[config.mk]
export PLATFORM = sky130hd
export DESIGN_NAME = encoder_report_line_parser
export DESIGN_NICKNAME = d
export VERILOG_FILES = /design/src/hw/rtl/erlp_pkg.sv /design/src/hw/rtl/erlp_num.sv /design/src/hw/rtl/encoder_report_line_parser.sv
export SDC_FILE = /design/constraint.sdc
export NUM_CORES = 1
export LEC_CHECK = 0
export ABC_AREA = 1
export BUFFER_PORTS_ARGS = -buffer_cell sky130_fd_sc_hd__buf_2
export CAP_MARGIN = 30
export CORE_ASPECT_RATIO = 0.75
export CORE_UTILIZATION = 55
export DETAILED_ROUTE_END_ITERATION = 10
export GPL_TIMING_DRIVEN = 0
export PLACE_DENSITY = 0.8
export SLEW_MARGIN = 20
export SYNTH_ARGS = -nofsm -noshare
export SYNTH_HDL_FRONTEND = slang
export SYNTH_SLANG_ARGS = --single-unit
[constraint.sdc]
create_clock -name clk -period 5.8 [get_ports clk]
set_input_delay 1.45 -clock clk [delete_from_list [all_inputs] [get_ports clk]]
set_output_delay 1.45 -clock clk [all_outputs]
set_load 0.01 [all_outputs]
[src/hw/rtl/erlp_pkg.sv]
`timescale 1ns / 1ps

package erlp_pkg;

    // ascii codes used by the line parser
    localparam logic [7:0] CHAR_CR     = 8'd13;
    localparam logic [7:0] CHAR_COLON  = 8'h3A;
    localparam logic [7:0] CHAR_C      = 8'h43;
    localparam logic [7:0] CHAR_R      = 8'h52;
    localparam logic [7:0] CHAR_EQUAL  = 8'h3D;
    localparam logic [7:0] CHAR_PLUS   = 8'h2B;
    localparam logic [7:0] CHAR_MINUS  = 8'h2D;
    localparam logic [7:0] CHAR_SPACE  = 8'h20;
    localparam logic [7:0] CHAR_TAB    = 8'd9;
    localparam logic [7:0] CHAR_FF     = 8'd12;
    localparam logic [7:0] CHAR_ZERO   = 8'h30;
    localparam logic [7:0] CHAR_NINE   = 8'h39;

    // length of the "CR=" prefix
    localparam int PREFIX_LEN = 3;

    // reset value of the discard counter
    localparam logic [7:0] TOSS_RESET = 8'd5;

    // default line buffer size in bytes
    localparam int LINE_BUFFER_BYTES_DEF = 64;

    // magnitude limit of the 64-bit signed accumulator
    localparam logic [63:0] MAG_LIMIT = 64'h8000_0000_0000_0000;

    // number reader phases
    typedef enum logic [1:0] {
        PH_SKIP   = 2'd0,
        PH_SIGN   = 2'd1,
        PH_DIGITS = 2'd2,
        PH_DONE   = 2'd3
    } phase_t;

    // decimal number reader state
    typedef struct packed {
        phase_t      phase;
        logic        negative;
        logic [63:0] accum;
        logic        overflow;
    } num_state_t;

    localparam num_state_t NUM_CLEAR = '{
        phase:    PH_SKIP,
        negative: 1'b0,
        accum:    64'd0,
        overflow: 1'b0
    };

endpackage

[src/hw/rtl/erlp_num.sv]
`timescale 1ns / 1ps

// decimal number reader: next state for one byte, and the 32-bit value of
// the current state
module erlp_num (
    input  erlp_pkg::num_state_t cur,
    input  logic [7:0]           data,
    output erlp_pkg::num_state_t fed,
    output logic [31:0]          value
);
    import erlp_pkg::*;

    logic        is_digit;
    logic        is_space;
    logic [3:0]  digit;
    logic [67:0] acc_wide;
    logic [67:0] acc_times10;
    logic [63:0] acc_neg;

    assign is_digit = (data >= CHAR_ZERO) && (data <= CHAR_NINE);
    assign is_space = (data == CHAR_SPACE) || ((data >= CHAR_TAB) && (data <= CHAR_FF));
    assign digit    = data[3:0];

    // accum * 10 + digit as shift and add, overflow when above the limit
    assign acc_wide    = {4'd0, cur.accum};
    assign acc_times10 = (acc_wide << 3) + (acc_wide << 1) + {64'd0, digit};

    // next reader state
    always_comb
    begin
        fed = cur;
        if (cur.phase != PH_DONE)
        begin
            if ((cur.phase == PH_SKIP) && is_space)
            begin
                fed = cur;
            end
            else if ((cur.phase == PH_SKIP) && ((data == CHAR_PLUS) || (data == CHAR_MINUS)))
            begin
                fed.negative = (data == CHAR_MINUS);
                fed.phase    = PH_SIGN;
            end
            else if (!is_digit)
            begin
                fed.phase = PH_DONE;
            end
            else
            begin
                fed.phase = PH_DIGITS;
                if (!cur.overflow)
                begin
                    if (acc_times10 > {4'd0, MAG_LIMIT})
                    begin
                        fed.overflow = 1'b1;
                    end
                    else
                    begin
                        fed.accum = acc_times10[63:0];
                    end
                end
            end
        end
    end

    // saturated result, low 32 bits
    assign acc_neg = 64'd0 - cur.accum;

    always_comb
    begin
        if (cur.overflow || (!cur.negative && (cur.accum == MAG_LIMIT)))
        begin
            value = cur.negative ? 32'd0 : 32'hFFFF_FFFF;
        end
        else if (cur.negative)
        begin
            value = acc_neg[31:0];
        end
        else
        begin
            value = cur.accum[31:0];
        end
    end

endmodule

[src/hw/rtl/encoder_report_line_parser.sv]
`timescale 1ns / 1ps

// Encoder report line parser. Bytes of a serial stream enter on in_byte, one
// per transfer, and lines end at carriage return. A kept line of the form
// "CR=<right>:<left>" gives one result (right_count, left_count) when its
// carriage return arrives; both counts are read strtol-style (whitespace,
// sign, digits) with 64-bit saturation, low 32 bits shown. Only the first
// LINE_BUFFER_BYTES-1 bytes of a line are looked at. The first toss_count
// reports (reset 5; a write reloads the counter) are dropped. Throughput is
// one byte per clock while the result register is not stalled; a byte goes
// through an input register and a single update stage into the result
// register. in_ready falls only while the result register is full and not
// taken.
module encoder_report_line_parser #(
    parameter int LINE_BUFFER_BYTES = erlp_pkg::LINE_BUFFER_BYTES_DEF
) (
    input  logic               clk,
    input  logic               rst_n,
    input  logic               cfg_valid,
    output logic               cfg_ready,
    input  logic [7:0]         toss_count,
    input  logic               in_valid,
    output logic               in_ready,
    input  logic [7:0]         in_byte,
    output logic               out_valid,
    input  logic               out_ready,
    output logic signed [31:0] right_count,
    output logic signed [31:0] left_count
);
    import erlp_pkg::*;

    localparam int LenW = $clog2(LINE_BUFFER_BYTES);
    localparam logic [LenW-1:0] LenMax = LenW'(LINE_BUFFER_BYTES - 1);

    // input register
    logic       s1_valid_reg;
    logic [7:0] s1_byte_reg;
    logic       s1_advance;

    // line state
    logic [LenW-1:0] line_length_reg, line_length_next;
    logic            prefix_ok_reg, prefix_ok_next;
    logic            colon_seen_reg, colon_seen_next;
    logic [31:0]     first_value_reg, first_value_next;
    logic [7:0]      toss_left_reg, toss_left_next;
    num_state_t      num_reg, num_next;

    // result register
    logic        out_valid_reg;
    logic [31:0] right_reg, left_reg;
    logic        fire;

    num_state_t  num_fed;
    logic [31:0] num_value;

    erlp_num u_num (
        .cur   (num_reg),
        .data  (s1_byte_reg),
        .fed   (num_fed),
        .value (num_value)
    );

    assign cfg_ready  = 1'b1;
    assign s1_advance = s1_valid_reg && (!out_valid_reg || out_ready);
    assign in_ready   = !s1_valid_reg || s1_advance;

    // input stage
    always_ff @(posedge clk or negedge rst_n)
    begin
        if (!rst_n)
        begin
            s1_valid_reg <= 1'b0;
        end
        else if (in_ready)
        begin
            s1_valid_reg <= in_valid;
        end
    end

    always_ff @(posedge clk)
    begin
        if (in_valid && in_ready)
        begin
            s1_byte_reg <= in_byte;
        end
    end

    // per-byte line update
    always_comb
    begin
        line_length_next = line_length_reg;
        prefix_ok_next   = prefix_ok_reg;
        colon_seen_next  = colon_seen_reg;
        first_value_next = first_value_reg;
        toss_left_next   = toss_left_reg;
        num_next         = num_reg;
        fire             = 1'b0;

        if (s1_byte_reg == CHAR_CR)
        begin
            if (prefix_ok_reg && (line_length_reg > LenW'(PREFIX_LEN)))
            begin
                if (toss_left_reg != 8'd0)
                begin
                    toss_left_next = toss_left_reg - 8'd1;
                end
                else if (colon_seen_reg)
                begin
                    fire = 1'b1;
                end
            end
            line_length_next = '0;
            prefix_ok_next   = 1'b0;
            colon_seen_next  = 1'b0;
            first_value_next = 32'd0;
            num_next         = NUM_CLEAR;
        end
        else if (line_length_reg < LenMax)
        begin
            if (line_length_reg == LenW'(0))
            begin
                prefix_ok_next = (s1_byte_reg == CHAR_C);
            end
            else if (line_length_reg == LenW'(1))
            begin
                prefix_ok_next = prefix_ok_reg && (s1_byte_reg == CHAR_R);
            end
            else if (line_length_reg == LenW'(2))
            begin
                prefix_ok_next = prefix_ok_reg && (s1_byte_reg == CHAR_EQUAL);
            end
            else if (!colon_seen_reg && (s1_byte_reg == CHAR_COLON))
            begin
                colon_seen_next  = 1'b1;
                first_value_next = num_value;
                num_next         = NUM_CLEAR;
            end
            else
            begin
                num_next = num_fed;
            end
            line_length_next = line_length_reg + LenW'(1);
        end
    end

    // line state registers, a configuration write reloads the discard count
    always_ff @(posedge clk or negedge rst_n)
    begin
        if (!rst_n)
        begin
            line_length_reg <= '0;
            prefix_ok_reg   <= 1'b0;
            colon_seen_reg  <= 1'b0;
            first_value_reg <= 32'd0;
            toss_left_reg   <= TOSS_RESET;
            num_reg         <= NUM_CLEAR;
        end
        else
        begin
            if (s1_advance)
            begin
                line_length_reg <= line_length_next;
                prefix_ok_reg   <= prefix_ok_next;
                colon_seen_reg  <= colon_seen_next;
                first_value_reg <= first_value_next;
                num_reg         <= num_next;
            end
            if (cfg_valid && cfg_ready)
            begin
                toss_left_reg <= toss_count;
            end
            else if (s1_advance)
            begin
                toss_left_reg <= toss_left_next;
            end
        end
    end

    // result register
    always_ff @(posedge clk or negedge rst_n)
    begin
        if (!rst_n)
        begin
            out_valid_reg <= 1'b0;
        end
        else if (s1_advance)
        begin
            out_valid_reg <= fire;
        end
        else if (out_ready)
        begin
            out_valid_reg <= 1'b0;
        end
    end

    always_ff @(posedge clk)
    begin
        if (s1_advance && fire)
        begin
            right_reg <= first_value_reg;
            left_reg  <= num_value;
        end
    end

    assign out_valid   = out_valid_reg;
    assign right_count = right_reg;
    assign left_count  = left_reg;

endmodule

==> results.json <==
{
  "start_util_pct": 56.8,
  "cellPowerDensity_mw_per_mm2": 191,
  "r2r_cells": 23,
  "routed_wl_um": 52000,
  "vdd_ir_drop_max_uv": 215,
  "slew_headroom_pct": 39.3,
  "vias": 15814,
  "grt_overflow": 0,
  "viasPerCell": 5.66,
  "preCtsSetupSlack_ns": 1.06,
  "min_to": "right_count[16]",
  "synthTopCellsByCount": "nand2_1 (789), inv_1 (360), nor2_1 (242)",
  "placed_cell_area_mm2": 0.0165,
  "r2r-start": "num_reg[44]",
  "syn_area_mm2": 0.0155,
  "synth_cell_type_count": 48,
  "wl_per_cell_um": 18.6,
  "drt_iter0_markers": 1737,
  "grt_max_degree": 89,
  "synthFlopType": "dfrtp_1",
  "ys_warn_count": 0,
  "antenna_found_initial": 0,
  "die_height_um": 148,
  "fin_util_pct": 62.5,
  "clkTransAtPathRegs_ns": 0.08,
  "cts_resized": 0,
  "core_area_mm2": 0.0273,
  "fp.dieW_um": 196,
  "avgSynthCellArea_um2": 6.68,
  "cp-start-kind": "flop",
  "root_buffer": "clkbuf_16",
  "cp-end-kind": "flop",
  "outcome": "complete, no violations",
  "timing.rr.end": "num_reg[15]",
  "hold_violations": 0,
  "required_ns": 6.14,
  "ys_seq_area_share_pct": 33.0,
  "synth-async-reset-ratio_pct": 62.1,
  "syn-num-nets": 2479,
  "yosysMostFrequentCell": "nand2_1",
  "cellLeakagePower_nw": 9.48,
  "antenna_left": 0,
  "rows": 52,
  "period_minus_slack_ns": 4.87,
  "hold_buffers": 0,
  "grt_usage_pct": 36.3,
  "portBuffers": 85,
  "setup_viol": 0,
  "drive_gt1_share_pct": 7.86,
  "dieArea_mm2": 0.0289,
  "tritoncts": "built",
  "largest_reg_flops": 68,
  "cts.path.max_buffers": 2,
  "drv_cap": 0,
  "slew_violations": 0,
  "diodes": 0,
  "rsz0062_at_grt": "false",
  "grt_pass1_vias": 13979,
  "report.power.total_mw": 3.26,
  "dp.final_hpwl_um": 42500,
  "synth_edf_count": 72,
  "finalSetupTns_ns": 0,
  "drtPass1Iterations": 6,
  "syn_to_final_growth_pct": 9.97,
  "tightestPinTransition_ns": 0.910,
  "fmax_mhz": 205,
  "finalCritPeriodShare_pct": 84.0,
  "r2r_slack_ns": 0.93,
  "min_from": "first_value_reg[16]",
  "worstHoldPathCells": 0,
  "hp-class": "flop to flop",
  "cts_setup_buffers": 0,
  "skew_ns": 0.0119,
  "numCtsBuffers": 17,
  "yosysTopAreaCellShare_pct": 19.1,
  "syn-instance-count": 2323,
  "fin_nets": 2587,
  "cp.arrival_ns": 5.21,
  "synthTopCellsByArea": "nand2_1 (19%), dfrtp_1 (19%), edfxtp_1 (14%)",
  "worstPathMaxFanout": 10,
  "drc": 0,
  "fin_ws_ns": 0.927,
  "grt_pass1_wl_um": 78700,
  "clkLatencyLatePin_ns": 0.45,
  "h-tree-depth": 4,
  "worstSetupPathType": "flop to flop",
  "gp_congestion": 1.07,
  "synth_largest_area_cell": "nand2_1",
  "synth-seq-cells": 190,
  "final_area_mm2": 0.0171,
  "io_pins": 88,
  "cts.sinks": 190
}
worst max-delay path, stage by stage, from the launching register on:
cell     delay [ns]
dfrtp_1        0.46
ha_1           0.35
ha_1           0.49
nand2_1        0.16
nor2_1         0.52
nand2_1        0.42
nor2_1         0.21
and2_1         0.15
nand2_1        0.23
nand3_1        0.14
nand2_1        0.06
nand2_1        0.08
nand2_1        0.09
nor2_1         0.09
nand2_1        0.05
nor2_1         0.19
nand3_1        0.12
nand2_1        0.09
nand2_1        0.07
nand2_2        0.08
nand2_2        0.23
buf_2          0.31
nand2_1        0.10
nand2_1        0.06
report_power, final:
group | internal, mW | total [mW] | leakage, nW | switching [mW]
clock | 0.599 | 1.20 | 0.293 | 0.604
combinational | 0.146 | 0.497 | 6.95 | 0.351
sequential | 1.50 | 1.56 | 2.23 | 0.0573
total | 2.24 | 3.26 | 9.48 | 1.01
through the flow:
stage | std cells | hold WS (ns)
floorplan | 2323 | 0.425
global placement | 2759 | 0.430
detailed placement | 2762 | 0.431
CTS | 2794 | 0.447
global route | 2795 | 0.458
finish | 2795 | 0.448
kinds of logic after synthesis:
| group | Yosys count | share of synthesized area [%] |
|---|---|---|
| xor+xnor | 40 | 2.26 |
| simple gates | 1294 | 34.8 |
| fa+ha+maj | 135 | 11.0 |
| compound gates | 250 | 8.51 |
| buf+inv | 413 | 10.5 |
| flops | 190 | 33.0 |
| other cells | 1 | 0.0242 |
layout make-up:
type / count / area (um2)
plain buffers: 44 / 245
clock buffers: 18 / 450
clock inverters: 14 / 143
fillers: 2548 / 10300
inverters: 369 / 1390
multi-input cells: 1720 / 8790
flip-flops and latches: 190 / 5120
well taps: 351 / 439
repair buffers: 89 / 508
layout by cell type (no fill, tap or decap), types with 3 or more instances in the layout:
master,n
inv_2,8
or2_2,5
nor2_1,241
nand3_2,16
a21oi_1,136
dfrtp_1,116
nand2_2,9
edfxtp_1,72
nand4_1,24
xor2_1,28
buf_2,95
nand3b_1,17
clkbuf_1,23
a31oi_1,9
nand3_1,139
buf_6,6
nand2_1,789
buf_4,3
o21ai_1,3
o31ai_1,3
inv_1,360
clkbuf_16,18
o21ai_0,83
o21bai_1,4
nor2_2,6
nor4_1,12
inv_6,5
nor3_1,28
xnor2_1,12
ha_1,133
clkinv_8,3
worst max path at each step:
stage                            endpoint  cells past startpoint         from
final                         num_reg[15]                     23  num_reg[44]
after CTS                     num_reg[15]                     21  num_reg[44]
after floorplan             left_count[0]                      6    out_ready
after global placement    right_count[18]                      7    out_ready
after detailed placement      num_reg[15]                     21  num_reg[44]
after global routing          num_reg[17]                     26   num_reg[1]
routing by layer:
| layer | global-route usage (%) | vias up | part of all wire [%] |
|---|---|---|---|
| met2 | 46.6 | 808 | 37 |
| met4 | 6.56 | 0 | 1.2 |
| met1 | 55.6 | 7335 | 47 |
| met3 | 15.5 | 51 | 15 |
| met5 | 0 | - | 0 |
| li1 | - | 7620 | - |
(Power assumes the default switching activity.)
